--- config.mk ---
export PLATFORM = sky130hd
export DESIGN_NAME = megarom_bank_mapper_core
export DESIGN_NICKNAME = d
export VERILOG_FILES = /design/src/sv/mbm_pkg.sv /design/src/sv/mbm_rem.sv /design/src/sv/mbm_ctrl.sv /design/src/sv/mbm_datapath.sv /design/src/sv/megarom_bank_mapper_core.sv
export VERILOG_INCLUDE_DIRS = /design/src /design/src/sv
export SDC_FILE = /design/constraint.sdc
export NUM_CORES = 1
export LEC_CHECK = 0
export BUFFER_PORTS_ARGS = -buffer_cell sky130_fd_sc_hd__buf_2
export CORE_AREA = 10 10 199 154
export DETAILED_ROUTE_END_ITERATION = 16
export DIE_AREA = 0 0 209 164
export PLACE_DENSITY = 0.7
export SYNTH_ARGS = -nofsm -noshare
export SYNTH_HDL_FRONTEND = slang
export SYNTH_SLANG_ARGS = --single-unit
--- constraint.sdc ---
create_clock -name clk -period 12.05 [get_ports clk]
set_input_delay 0.6025 -clock clk [delete_from_list [all_inputs] [get_ports clk]]
set_output_delay 0.6025 -clock clk [all_outputs]
set_load 0.02 [all_outputs]
--- src/sv/megarom_bank_mapper_core_defines.svh ---
// Assertion macros used by the megarom bank mapper datapath.
`ifndef MEGAROM_BANK_MAPPER_CORE_DEFINES_SVH
`define MEGAROM_BANK_MAPPER_CORE_DEFINES_SVH

// Same-cycle implication, checked on every rising edge outside reset.
`define MBM_ASSERT_IMP(lbl, ante, cons, msg) \
  lbl: assert property (@(posedge clk) disable iff (rst) (ante) |-> (cons)) \
    else $error(msg);

// Next-cycle implication, checked on every rising edge outside reset.
`define MBM_ASSERT_NXT(lbl, ante, cons, msg) \
  lbl: assert property (@(posedge clk) disable iff (rst) (ante) |=> (cons)) \
    else $error(msg);

`endif

--- src/sv/mbm_pkg.sv ---
// Shared types and constants for the megarom bank mapper.
`timescale 1ns / 1ps

package mbm_pkg;

  // Mapper kinds held in the kind register.
  localparam logic [2:0] KIND_PLAIN      = 3'd0;
  localparam logic [2:0] KIND_KONAMI     = 3'd1;
  localparam logic [2:0] KIND_KONAMI_SCC = 3'd2;
  localparam logic [2:0] KIND_ASCII8     = 3'd3;
  localparam logic [2:0] KIND_ASCII16    = 3'd4;

  // Configuration register indexes.
  localparam int CFG_INDEX_W = 1;
  localparam logic [CFG_INDEX_W-1:0] REG_KIND = 1'b0;
  localparam logic [CFG_INDEX_W-1:0] REG_SIZE = 1'b1;

  // Result targets.
  localparam logic [1:0] TGT_NONE = 2'd0;
  localparam logic [1:0] TGT_ROM  = 2'd1;
  localparam logic [1:0] TGT_SCC  = 2'd2;

  // Widths and limits.
  localparam int SIZE_W   = 23;
  localparam int ROM_W    = 22;
  localparam int ADDR_W   = 16;
  localparam int DATA_W   = 8;
  localparam int DIV_W    = 10;
  localparam int REM_W    = 9;
  localparam logic [SIZE_W-1:0] MAX_ROM_BYTES = 23'd4194304;
  localparam int SMALL_BANK_BYTES = 8192;
  localparam int LARGE_BANK_BYTES = 16384;

  // Commands from the controller to the datapath.
  typedef struct packed {
    logic capture;
    logic calc;
    logic load_out;
  } mbm_cmd_t;

  // Status from the datapath to the controller.
  typedef struct packed {
    logic out_free;
  } mbm_sts_t;

endpackage

--- src/sv/mbm_rem.sv ---
// Remainder unit: bank number modulo the ROM page count.
`timescale 1ns / 1ps

module mbm_rem (
  input  logic                    clk,
  input  logic                    load,
  input  logic [mbm_pkg::DATA_W-1:0] dividend,
  input  logic [mbm_pkg::DIV_W-1:0]  divisor,
  output logic [mbm_pkg::REM_W-1:0]  rem
);
  import mbm_pkg::*;

  logic [REM_W-1:0] part;
  logic [3:0]       low_bits;
  logic [DIV_W-1:0] div_r;

  // Four restoring steps, one dividend bit each, most significant first.
  function automatic logic [REM_W-1:0] rem_steps4(input logic [REM_W-1:0] r_in,
                                                  input logic [3:0] bits,
                                                  input logic [DIV_W-1:0] dv);
    logic [DIV_W-1:0] t;
    logic [REM_W-1:0] r;
    r = r_in;
    for (int i = 3; i >= 0; i--) begin
      t = {r, bits[i]};
      if (t >= dv) begin
        t = t - dv;
      end
      r = t[REM_W-1:0];
    end
    return r;
  endfunction

  // Upper half of the dividend is reduced at load, the lower half after.
  always_ff @(posedge clk) begin
    if (load) begin
      part     <= rem_steps4('0, dividend[7:4], divisor);
      low_bits <= dividend[3:0];
      div_r    <= divisor;
    end
  end

  assign rem = rem_steps4(part, low_bits, div_r);

endmodule

--- src/sv/mbm_ctrl.sv ---
// Controller state machine sequencing one access through the datapath.
`timescale 1ns / 1ps

module mbm_ctrl (
  input  logic              clk,
  input  logic              rst,
  input  logic              s_tvalid,
  output logic              s_tready,
  input  mbm_pkg::mbm_sts_t sts,
  output mbm_pkg::mbm_cmd_t cmd
);
  import mbm_pkg::*;

  typedef enum logic [2:0] {
    S_IDLE = 3'b001,
    S_CALC = 3'b010,
    S_DONE = 3'b100
  } state_t;

  state_t state, state_next;

  // Next state and commands.
  always_comb begin
    state_next   = state;
    cmd          = '0;
    s_tready     = 1'b0;
    case (state)
      S_IDLE: begin
        s_tready = 1'b1;
        if (s_tvalid) begin
          cmd.capture = 1'b1;
          state_next  = S_CALC;
        end
      end
      S_CALC: begin
        cmd.calc   = 1'b1;
        state_next = S_DONE;
      end
      S_DONE: begin
        if (sts.out_free) begin
          cmd.load_out = 1'b1;
          state_next   = S_IDLE;
        end
      end
      default: begin
        state_next = S_IDLE;
      end
    endcase
  end

  // State register.
  always_ff @(posedge clk) begin
    if (rst) begin
      state <= S_IDLE;
    end else begin
      state <= state_next;
    end
  end

endmodule

--- src/sv/mbm_datapath.sv ---
// Datapath: configuration, bank registers, address decode and result register.
`timescale 1ns / 1ps
`include "megarom_bank_mapper_core_defines.svh"

module mbm_datapath (
  input  logic                              clk,
  input  logic                              rst,
  input  logic                              cfg_we,
  input  logic [mbm_pkg::CFG_INDEX_W-1:0]   cfg_index,
  input  logic [mbm_pkg::SIZE_W-1:0]        cfg_wdata,
  input  logic [23:0]                       s_tdata,
  input  logic                              s_tuser,
  input  mbm_pkg::mbm_cmd_t                 cmd,
  output mbm_pkg::mbm_sts_t                 sts,
  output logic                              m_tvalid,
  input  logic                              m_tready,
  output logic [39:0]                       m_tdata,
  output logic [1:0]                        m_tuser
);
  import mbm_pkg::*;

  typedef enum logic [2:0] {
    RK_NONE,
    RK_SCC,
    RK_PLAIN,
    RK_PAGE8,
    RK_PAGE16
  } res_kind_t;

  // Configuration state.
  logic [2:0]        kind_r;
  logic [SIZE_W-1:0] size_eff;
  logic [DIV_W-1:0]  count8;
  logic [DIV_W-1:0]  count16;

  // Bank registers.
  logic [DATA_W-1:0] konami_banks [4];
  logic [DATA_W-1:0] ascii8_banks [4];
  logic [DATA_W-1:0] ascii16_banks [2];

  // Captured access.
  logic              op_r;
  logic [ADDR_W-1:0] a_r;
  logic [DATA_W-1:0] d_r;
  res_kind_t         rk;

  // Result register.
  logic              out_valid;
  logic [1:0]        out_target;
  logic [ROM_W-1:0]  out_rom;
  logic [ADDR_W-1:0] out_scc;

  // Configuration write decode.
  logic [SIZE_W-1:0] wsize;
  logic [SIZE_W:0]   sum8;
  logic [SIZE_W:0]   sum16;

  always_comb begin
    wsize = (cfg_wdata > MAX_ROM_BYTES) ? MAX_ROM_BYTES : cfg_wdata;
    sum8  = {1'b0, wsize} + (SIZE_W+1)'(SMALL_BANK_BYTES - 1);
    sum16 = {1'b0, wsize} + (SIZE_W+1)'(LARGE_BANK_BYTES - 1);
  end

  // Page counts are kept alongside the clamped size.
  always_ff @(posedge clk) begin
    if (rst) begin
      kind_r   <= KIND_PLAIN;
      size_eff <= '0;
      count8   <= '0;
      count16  <= '0;
    end else if (cfg_we) begin
      case (cfg_index)
        REG_KIND: kind_r <= cfg_wdata[2:0];
        REG_SIZE: begin
          size_eff <= wsize;
          count8   <= sum8[22:13];
          count16  <= {1'b0, sum16[22:14]};
        end
        default: ;
      endcase
    end
  end

  // Konami kinds mirror the low and high quarters into the middle half.
  logic              is_konami;
  logic [ADDR_W-1:0] in_addr;
  logic [ADDR_W-1:0] mirrored;

  always_comb begin
    is_konami = (kind_r == KIND_KONAMI) || (kind_r == KIND_KONAMI_SCC);
    in_addr   = s_tdata[15:0];
    mirrored  = in_addr;
    if (is_konami) begin
      case (in_addr[15:14])
        2'b00:   mirrored = {2'b10, in_addr[13:0]};
        2'b11:   mirrored = {2'b01, in_addr[13:0]};
        default: mirrored = in_addr;
      endcase
    end
  end

  always_ff @(posedge clk) begin
    if (cmd.capture) begin
      op_r <= s_tuser;
      a_r  <= mirrored;
      d_r  <= s_tdata[23:16];
    end
  end

  // Access decode: bank register writes and read classification.
  logic              scc_win;
  logic              rom_win;
  logic              kb_we;
  logic [1:0]        kb_idx;
  logic [DATA_W-1:0] kb_val;
  logic              a8_we;
  logic [1:0]        a8_idx;
  logic              a16_we;
  logic              a16_idx;
  logic [1:0]        page8_idx;
  res_kind_t         rk_next;
  logic [DATA_W-1:0] bank_sel;
  logic [DIV_W-1:0]  div_sel;

  always_comb begin
    scc_win   = (kind_r == KIND_KONAMI_SCC) && (konami_banks[2][5:0] == 6'h3F) &&
                (a_r >= 16'h9800) && (a_r < 16'hA000);
    rom_win   = (a_r >= 16'h4000) && (a_r < 16'hC000);
    page8_idx = 2'(a_r[15:13] - 3'd2);
    kb_we     = 1'b0;
    kb_idx    = page8_idx;
    kb_val    = d_r;
    a8_we     = 1'b0;
    a8_idx    = a_r[12:11];
    a16_we    = 1'b0;
    a16_idx   = a_r[12];
    rk_next   = RK_NONE;
    bank_sel  = konami_banks[page8_idx];
    div_sel   = count8;
    if (op_r) begin
      // Writes load bank registers; only the SCC window gives a result.
      case (kind_r)
        KIND_KONAMI_SCC: begin
          kb_val = {2'b00, d_r[5:0]};
          if (scc_win) begin
            rk_next = RK_SCC;
          end else if (a_r >= 16'h5000 && a_r < 16'h5800) begin
            kb_we = 1'b1; kb_idx = 2'd0;
          end else if (a_r >= 16'h7000 && a_r < 16'h7800) begin
            kb_we = 1'b1; kb_idx = 2'd1;
          end else if (a_r >= 16'h9000 && a_r < 16'h9800) begin
            kb_we = 1'b1; kb_idx = 2'd2;
          end else if (a_r >= 16'hB000 && a_r < 16'hB800) begin
            kb_we = 1'b1; kb_idx = 2'd3;
          end
        end
        KIND_KONAMI: begin
          kb_we = (a_r >= 16'h6000) && (a_r < 16'hC000);
        end
        KIND_ASCII8: begin
          a8_we = (a_r >= 16'h6000) && (a_r < 16'h8000);
        end
        KIND_ASCII16: begin
          a16_we = (a_r >= 16'h6000) && (a_r < 16'h8000);
        end
        default: ;
      endcase
    end else if (size_eff != '0 && rom_win) begin
      // Reads in the cartridge window.
      if (is_konami) begin
        rk_next = scc_win ? RK_SCC : RK_PAGE8;
      end else if (kind_r == KIND_ASCII8) begin
        rk_next  = RK_PAGE8;
        bank_sel = ascii8_banks[page8_idx];
      end else if (kind_r == KIND_ASCII16) begin
        rk_next  = RK_PAGE16;
        bank_sel = ascii16_banks[a_r[15]];
        div_sel  = count16;
      end else begin
        rk_next = RK_PLAIN;
      end
    end
  end

  // Bank registers with their power-on mapping.
  always_ff @(posedge clk) begin
    if (rst) begin
      for (int i = 0; i < 4; i++) begin
        konami_banks[i] <= DATA_W'(i);
        ascii8_banks[i] <= DATA_W'(i);
      end
      ascii16_banks[0] <= 8'd0;
      ascii16_banks[1] <= 8'd1;
    end else if (cmd.calc) begin
      if (kb_we) begin
        konami_banks[kb_idx] <= kb_val;
      end
      if (a8_we) begin
        ascii8_banks[a8_idx] <= d_r;
      end
      if (a16_we) begin
        ascii16_banks[a16_idx] <= d_r;
      end
    end
  end

  always_ff @(posedge clk) begin
    if (cmd.calc) begin
      rk <= rk_next;
    end
  end

  // Bank number modulo the page count.
  logic [REM_W-1:0] rem_val;

  mbm_rem u_rem (
    .clk      (clk),
    .load     (cmd.calc),
    .dividend (bank_sel),
    .divisor  (div_sel),
    .rem      (rem_val)
  );

  // Physical address and end-of-image check.
  logic [ADDR_W-1:0] plain_off;
  logic [ROM_W-1:0]  phys8;
  logic [ROM_W-1:0]  phys16;
  logic [1:0]        res_target;
  logic [ROM_W-1:0]  res_rom;
  logic [ADDR_W-1:0] res_scc;

  always_comb begin
    plain_off  = a_r - 16'h4000;
    phys8      = {rem_val, a_r[12:0]};
    phys16     = {rem_val[7:0], a_r[13:0]};
    res_target = TGT_NONE;
    res_rom    = '0;
    res_scc    = '0;
    case (rk)
      RK_SCC: begin
        res_target = TGT_SCC;
        res_scc    = a_r;
      end
      RK_PLAIN: begin
        if (SIZE_W'(plain_off) < size_eff) begin
          res_target = TGT_ROM;
          res_rom    = ROM_W'(plain_off);
        end
      end
      RK_PAGE8: begin
        if ({1'b0, phys8} < size_eff) begin
          res_target = TGT_ROM;
          res_rom    = phys8;
        end
      end
      RK_PAGE16: begin
        if ({1'b0, phys16} < size_eff) begin
          res_target = TGT_ROM;
          res_rom    = phys16;
        end
      end
      default: ;
    endcase
  end

  // Output register; a new item may load as the held one is taken.
  always_ff @(posedge clk) begin
    if (rst) begin
      out_valid <= 1'b0;
    end else if (cmd.load_out) begin
      out_valid <= 1'b1;
    end else if (m_tready) begin
      out_valid <= 1'b0;
    end
  end

  always_ff @(posedge clk) begin
    if (cmd.load_out) begin
      out_target <= res_target;
      out_rom    <= res_rom;
      out_scc    <= res_scc;
    end
  end

  assign sts.out_free = !out_valid || m_tready;
  assign m_tvalid     = out_valid;
  assign m_tuser      = out_target;
  assign m_tdata      = {2'b00, out_scc, out_rom};

  logic rom_in_range;
  assign rom_in_range = {1'b0, out_rom} < size_eff;

  `MBM_ASSERT_IMP(a_scc_no_rom, out_valid && out_target == TGT_SCC, out_rom == '0, "SCC result carries a ROM address")
  `MBM_ASSERT_IMP(a_rom_no_scc, out_valid && out_target != TGT_SCC, out_scc == '0, "non-SCC result carries an SCC address")
  `MBM_ASSERT_IMP(a_rom_in_image, out_valid && out_target == TGT_ROM, rom_in_range, "ROM hit beyond the image")
  `MBM_ASSERT_NXT(a_konami_bank0_fixed, cmd.calc && kind_r == KIND_KONAMI, $stable(konami_banks[0]), "plain Konami wrote bank 0")

endmodule

--- src/sv/megarom_bank_mapper_core.sv ---
// Top level of the megarom cartridge bank mapper.
`timescale 1ns / 1ps
// Usage:
//   One CPU access to the cartridge slot enters on the s_ stream per item:
//   s_tuser is the access kind (1 write), s_tdata carries address and data.
//   One result leaves on the m_ stream for every accepted item: m_tuser is
//   the target (none, ROM hit, SCC access), m_tdata the ROM and SCC address.
//   Mapper kind and ROM size are written on the cfg_ port while no access
//   is in flight; a write takes effect on the next cycle.
// Sequencing:
//   An item is captured in S_IDLE. In S_CALC it is decoded and the upper
//   half of the bank number is reduced modulo the page count; in S_DONE the
//   lower half is finished and the result register loads once it is free.
//   A new item is accepted only when the controller is back in S_IDLE.
// Reset and back-pressure:
//   Reset empties the result register, sets plain mapping with no ROM and
//   restores the bank registers to their power-on pages. While m_tready is
//   low the result is held; a following item is still accepted and waits
//   in the datapath until the result register frees.

module megarom_bank_mapper_core (
  input  logic                            clk,
  input  logic                            rst,
  input  logic                            cfg_we,
  input  logic [mbm_pkg::CFG_INDEX_W-1:0] cfg_index,
  input  logic [mbm_pkg::SIZE_W-1:0]      cfg_wdata,
  input  logic                            s_tvalid,
  output logic                            s_tready,
  input  logic [23:0]                     s_tdata,   // address[15:0], wr_byte[23:16]
  input  logic                            s_tuser,   // op[0]
  output logic                            m_tvalid,
  input  logic                            m_tready,
  output logic [39:0]                     m_tdata,   // rom_address[21:0], scc_address[37:22]
  output logic [1:0]                      m_tuser    // target[1:0]
);
  import mbm_pkg::*;

  mbm_cmd_t cmd;
  mbm_sts_t sts;

  mbm_ctrl u_ctrl (
    .clk      (clk),
    .rst      (rst),
    .s_tvalid (s_tvalid),
    .s_tready (s_tready),
    .sts      (sts),
    .cmd      (cmd)
  );

  mbm_datapath u_datapath (
    .clk       (clk),
    .rst       (rst),
    .cfg_we    (cfg_we),
    .cfg_index (cfg_index),
    .cfg_wdata (cfg_wdata),
    .s_tdata   (s_tdata),
    .s_tuser   (s_tuser),
    .cmd       (cmd),
    .sts       (sts),
    .m_tvalid  (m_tvalid),
    .m_tready  (m_tready),
    .m_tdata   (m_tdata),
    .m_tuser   (m_tuser)
  );

endmodule
# Yosys cells after proc, flatten, opt, wreduce, memory -nomap -nowiden
# Memory sizes are Yosys's and may differ from the RTL's. A register that Yosys moved wholly into a read port is not among the register bits.
# Cells that the tools add are included.
# totals
regBits	140
ramBits	80
in_bits	54
output_inout_bits	44
word_cells	191
mem_count	3
# mem_list
memory	words	word_bits	read_ports	rd_ports_with_merged_regs	wr	line_no	rtl
u_datapath.ascii8_banks	4	8	1	0	4	mbm_datapath.sv:38	logic [DATA_W-1:0] ascii8_banks [4];
u_datapath.konami_banks	4	8	2	0	4	mbm_datapath.sv:37	logic [DATA_W-1:0] konami_banks [4];
u_datapath.ascii16_banks	2	8	1	1	2	mbm_datapath.sv:39	logic [DATA_W-1:0] ascii16_banks [2];
# op_classes
n_addsub	12
n_lt_le_gt_ge	26
n_eq_ne	15
muxes	95
n_bitwise	1
n_reduce_logical	23
# op_table
op	n
two-way mux 9 bit	11
< comparator 16 bit, second input constant	5
two-way mux 8 bit	10
>= comparator 10 bit	7
one-hot mux 22 bit (3 select lines)	1
>= comparator 16 x 15 -> 1 bit, second input constant	4
subtractor 9 bit	7
two-way mux 10 bit	5
>= comparator 16 bit, second input constant	3
< comparator 22 x 23 -> 1 bit	2
two-way mux 22 bit	2
two-way mux 1 bit	41
< comparator 16 x 15 -> 1 bit, second input constant	2
two-way mux 16 bit	2
one-hot mux 16 bit (2 select lines)	1
two-way mux 3 bit	8
OR reduction 8 bit	3
adder 23 x 13 -> 23 bit, second input constant	1
adder 23 x 14 -> 23 bit, second input constant	1
> comparator 23 bit, second input constant	1
< comparator 16 x 23 -> 1 bit	1
two-way mux 23 bit	1
nonzero test 23 bit	1
two-way mux 2 bit	10
20 further kinds	42

# Longest topological paths before layout
# An unclocked memory read counts as a cell.
# depth
depth_word	18
depth_mapped	46
ltp_nobuf	43

# Cells and area by module
# From an unflattened synthesis, not the netlist that was laid out.
# hier_totals
cells_unflattened	1351
hier_area_um2	14056.0
# by_module_without_submodules
mod	n_inst	cells_per_inst	area_per_inst_um2	seq_area_each_um2
mbm_datapath	1	800	9532.9	5385.2
mbm_rem	1	531	4365.4	690.7
mbm_ctrl	1	20	157.7	60.1

# Least setup slack after synthesis
# OpenSTA, ideal clock, no wires.
# synth_timing
path_type	register to register
start	reg u_datapath.u_rem.low_bits[3]
end	reg u_datapath.out_rom[12] (data pin)
setup_time_ns	0.131
t_arrival_ns	9.513
required_ns	11.919
path_slack_ns	2.405
stages_incl_launch_ff	44
path_buffers	5
period_less_slack_ns	9.645
path_cell_list	edfxtp_1 -> inv_1 -> ha_1 -> inv_1 -> fa_1 -> nand3_1 -> a31oi_1 -> o41ai_2 -> buf_2 -> mux2_2 -> ha_1 -> a21oi_1 -> a21oi_1 -> o31ai_1 -> a21oi_2 -> mux2_2 -> fa_1 -> nand2b_1 -> [... 8 more ...] -> a21oi_1 -> o31ai_1 -> a21o_1 -> clkbuf_1 -> nand2_1 -> or2_2 -> o221ai_1 -> inv_1 -> ha_1 -> nand4b_1 -> nor2_1 -> a2111oi_0 -> o221ai_1 -> a31oi_1 -> o21ai_1 -> o211ai_1 -> clkbuf_1 -> and2_1
# synth_between
elab_chain_len	11
elab_cells_between_ends	17
cone_classes	add/sub (4); order compare (6); mux (7)
# synth_lines
item	line_no	rtl
start: declaration	mbm_rem.sv:14	logic [3:0] low_bits;
start signal: assignment	mbm_rem.sv:38	low_bits <= dividend[3:0];
subtractor 9 bit / >= comparator 10 bit (equally long branches)	mbm_rem.sv:27, mbm_rem.sv:26	
two-way mux 9 bit *	mbm_rem.sv:26	if (t >= dv) begin
subtractor 9 bit / >= comparator 10 bit (equally long branches)	mbm_rem.sv:27, mbm_rem.sv:26	
two-way mux 9 bit *	mbm_rem.sv:26	
subtractor 9 bit / >= comparator 10 bit (equally long branches)	mbm_rem.sv:27, mbm_rem.sv:26	
two-way mux 9 bit *	mbm_rem.sv:26	
subtractor 9 bit / >= comparator 10 bit (equally long branches)	mbm_rem.sv:27, mbm_rem.sv:26	
two-way mux 9 bit *	mbm_rem.sv:26	
< comparator 22 x 23 -> 1 bit (on tied branches)	mbm_datapath.sv:257, mbm_datapath.sv:251	
two-way mux 22 bit (on tied branches)	mbm_datapath.sv:257, mbm_datapath.sv:251	
one-hot mux 22 bit (3 select lines) *	mbm_datapath.sv:239	case (rk)
via u_datapath.res_rom[12]	mbm_datapath.sv:229	logic [ROM_W-1:0] res_rom;
end signal: assignment	mbm_datapath.sv:280	out_rom <= res_rom;
end: declaration	mbm_datapath.sv:50	logic [ROM_W-1:0] out_rom;
# Mark *: on every way through the listed nets, which the timed path passes. The rest lies on a longest branch.
# A chain may end at the register's enable or synchronous reset.

# Worst setup path in the final report
# Ends and elaborated chain as after synthesis.

==> results by group <==
Die
  – Die area: 34300 um2
  – Core ar.: 26700 um2
  – Num ports: 98
  – Die H: 164 um
  – Starting Density: between 50% and 60%
  – FP Rows: 52
  – Die Wd: 209 um

Flow run
  – MaxCap Viol Count: 0

Synthesis
  – Synth top area cells: edfxtp_1, ha_1, dfxtp_1, and2_1, mux2_2
  – Distinct cells, synth: 77
  – Simple-Gate Fraction of Synth Area: 17.4%
  – Combinational family with the most area after synthesis: simple AND/OR/NAND/NOR gates
  – Mapped Cells: 1300
  – Post-Synth XOR/XNOR Area: roughly 2.9%
  – Synth Register Bits: around 220
  – Synth Area in Adders: 10.8%
  – Synth Area in Compound Gates: 13.3%
  – Async set-or-reset flop fraction in the synthesized netlist: 0%
  – Seq/Total Area, Yosys: between 40 and 50%
  – Count leader, synth: edfxtp_1
  – Post-synth EDFFs: 171
  – Yosys warns: 0
  – Mapped cell area: 13700 um2
  – Share of the synthesized area in the top cell type: a little under two fifths
  – Synth area leader: edfxtp_1
  – Top_reg_cell synth: edfxtp_1
  – Mean Syn Cell Area: 10.5 um2
  – Most frequent cells after synthesis: edfxtp_1, ha_1, nor2_1, and2_1, inv_1
  – Post-synthesis mux area share: 7.30%

Critical path
  – Worst Setup Path Type: reg2reg
  – Worst path arrival time: 10.79 ns
  – Worst Setup End Kind: register
  – R2R depth: 38
  – Slowest cell on the critical path: a221oi_1
  – CP required: roughly 12 ns
  – Most common cell on crit path: ha_1
  – Max FO, Critical Path: 18
  – R2R setup slack: ~1.6 ns
  – Crit-path max cell delay: 0.57 ns
  – Critical Path Start Type: register

Global routing
  – All-Layer GR Usage: 20.0%
  – Largest net degree at the start of global routing: between 60 and 70
  – Gr ovfl total: 0
  – First-pass GRT wire length: about 55000 um
  – Initial antenna violation count: 0
  – Vias in the first global route: about 10000

STA
  – Worst Max-Slew Pin Slew: 1.15 ns
  – Fin Setup TNS: 0 ns
  – Final setup viols: 0
  – Min Clock Period, post-route: between 10 and 15 ns
  – Relative slew margins: 22.3%
  – RSZ-0062 raised after global routing: no
  – Final Hold Fails: 0
  – Period utilization: 86.3%
  – Clock Skews: 0.00976 ns
  – Slew Limit Fails: 0
  – Fmax: 96.1 MHz

Layout
  – Fillers: between 2000 and 2500
  – Core Util, Final: between 50% and 60%
  – Post-Layout Cell Count: approximately 1800
  – Fraction of layout cells with a size suffix above 1: 16.0%
  – Fin nets: 1564
  – Area Growth Syn to Fin: 12.7%

Route
  – Final ANT Viol Nets: 0
  – Routed length on met1: 16800 um
  – Via Count: 10400
  – Top sig layer: met4
  – Number of DRC markers in iteration 0: approximately 860
  – Routed len/inst: 19.9 um
  – Via density: roughly 6
  – DRC violations left: 0
  – Final WL: 35100 um
  – Drt pass-1 iters: 5
  – Met3 WL: approximately 2300 um
  – WL met2: 15100 um

Clock tree
  – Clock tree root driver cell: clkbuf_16
  – Clock sink count: ~220
  – CTS Buf Count: 25
  – Clock Latency Late Sink: around 0.52 ns
  – CTS tree: yes
  – H-tree Lvls: 1
  – CTS Hold Bufs: 0
  – Postcts setup bufs: 0
  – Clock Pin Slew Worst Setup and Hold Paths: 0.06 ns
  – CTS resizes: 0
  – Max clock buf depth: 3

Pwr
  – Peak supply drop: 0.164 mV
  – Pleak: 6.28 nW
  – Pwr/cell area: 200 nW/um2

Worst hold path
  – Hold Path Depth: 1
  – Hold crit path type: in2reg

Place
  – Detail Placement HPWL: 26300 um
  – I/O Buffers: 95
  – Routability cong.: 0.887
  – Placed insts: 1720

Run status
  – Outcome: finished, final reports clean
-- where the power goes --
part           leakage [nW]  internal [W]  switching (W)  total (W)
Clock                 0.417      0.000493       0.000300   0.000793
Combinational          3.79      0.000626       0.000764    0.00139
Sequential             2.07      0.000886      0.0000260   0.000912
Total                  6.28       0.00200        0.00109    0.00309
-- kinds of logic (layout without fill, tap and decap cells) --
kind of cell / Yosys count / after routing
AO/OA/AOI/OAI: 278 / 278
AND/OR/NAND/NOR: 440 / 440
XOR/XNOR: 45 / 45
buffers and inverters: 126 / 238
adder cells (fa/ha/maj): 114 / 114
other: 1 / 3
multiplexers: 75 / 75
flip-flops: 221 / 221
-- final timing paths --
path,startpoint,to
max,u_datapath.u_rem.low_bits[3],u_datapath.out_rom[12]
min,s_tdata[22],u_datapath.d_r[6]
max reg2reg,u_datapath.u_rem.low_bits[3],u_datapath.out_rom[12]
min reg2reg,u_datapath.count8[8],u_datapath.count8[8]
-- registers in the layout (all words and copies together) (netlist names), named ones only --
name,flops
u_ctrl.state,3
u_datapath.a_r,16
u_datapath.ascii16_banks,16
u_datapath.ascii8_banks,32
u_datapath.count16,9
u_datapath.count8,10
u_datapath.d_r,8
u_datapath.kind_r,3
u_datapath.konami_banks,32
u_datapath.m_tuser,2
u_datapath.m_tvalid,1
u_datapath.op_r,1
u_datapath.out_rom,22
u_datapath.out_scc,16
u_datapath.rk,3
u_datapath.size_eff,23
u_datapath.u_rem.div_r,10
u_datapath.u_rem.low_bits,4
u_datapath.u_rem.part,9
-- metrics by stage --
step	area, um2	setup slack, ns	total power [W]	hold slack [ns]
2_1_floorplan	13700	2.41	0.00201	0.445
3_3_place_gp	14600	2.18	0.00227	0.461
3_5_place_dp	14600	1.81	0.00229	0.470
4_1_cts	15400	1.80	0.00309	0.232
5_1_grt	15400	0.869	0.00330	0.240
6_report	15400	1.65	0.00309	0.249
-- layer usage --
layer	global-route usage, %	vias up
met5	0	-
met4	6.17	0
met3	3.19	64
met2	30.3	348
met1	28.9	5022
li1	-	5014
-- layout make-up --
class | count | area [um2] | share of cell area [%]
multi-input cells | 954 | 7100 | 46.0
flip-flops and latches | 221 | 6140 | 39.7
clock buffers | 31 | 658 | 4.26
repair buffers | 111 | 596 | 3.86
well taps | 351 | 439 | 2.84
inverters | 83 | 312 | 2.02
clock inverters | 13 | 193 | 1.25
diodes | 1 | 2.50 | 0.0162
-- critical path: cells and delay by family, from the launching register on --
kind,cells,cell delay [ns]
compound gates,16,4.70
buf+inv,4,0.52
flops,1,0.40
simple gates,9,1.39
mux,3,1.21
fa+ha+maj,6,2.05
-- layout by cell type, fill, tap and decap left out, types with 8 or more instances in the layout --
master	Yosys	final
nand4_1	18	18
nor2_1	105	105
mux4_2	16	16
inv_1	83	83
nand2_1	64	64
o22ai_1	15	15
xor2_1	23	23
nand3_1	18	18
buf_2	5	95
mux2i_1	22	22
xnor2_1	22	22
or2_2	8	8
o21a_1	8	8
a211oi_1	17	17
o21ai_0	50	50
dfxtp_1	50	50
nor3_1	30	30
nand2b_1	15	15
a21oi_1	76	76
a31oi_1	8	8
nor3b_1	10	8
buf_4	2	16
nor2b_1	20	19
a22oi_1	18	18
ha_1	107	107
nor4_1	12	12
and2_1	98	98
or3_1	10	10
edfxtp_1	171	171
mux2_2	36	36
clkbuf_16	0	25
a21o_1	27	27
No activity file was read; power rests on OpenSTA's default activity.
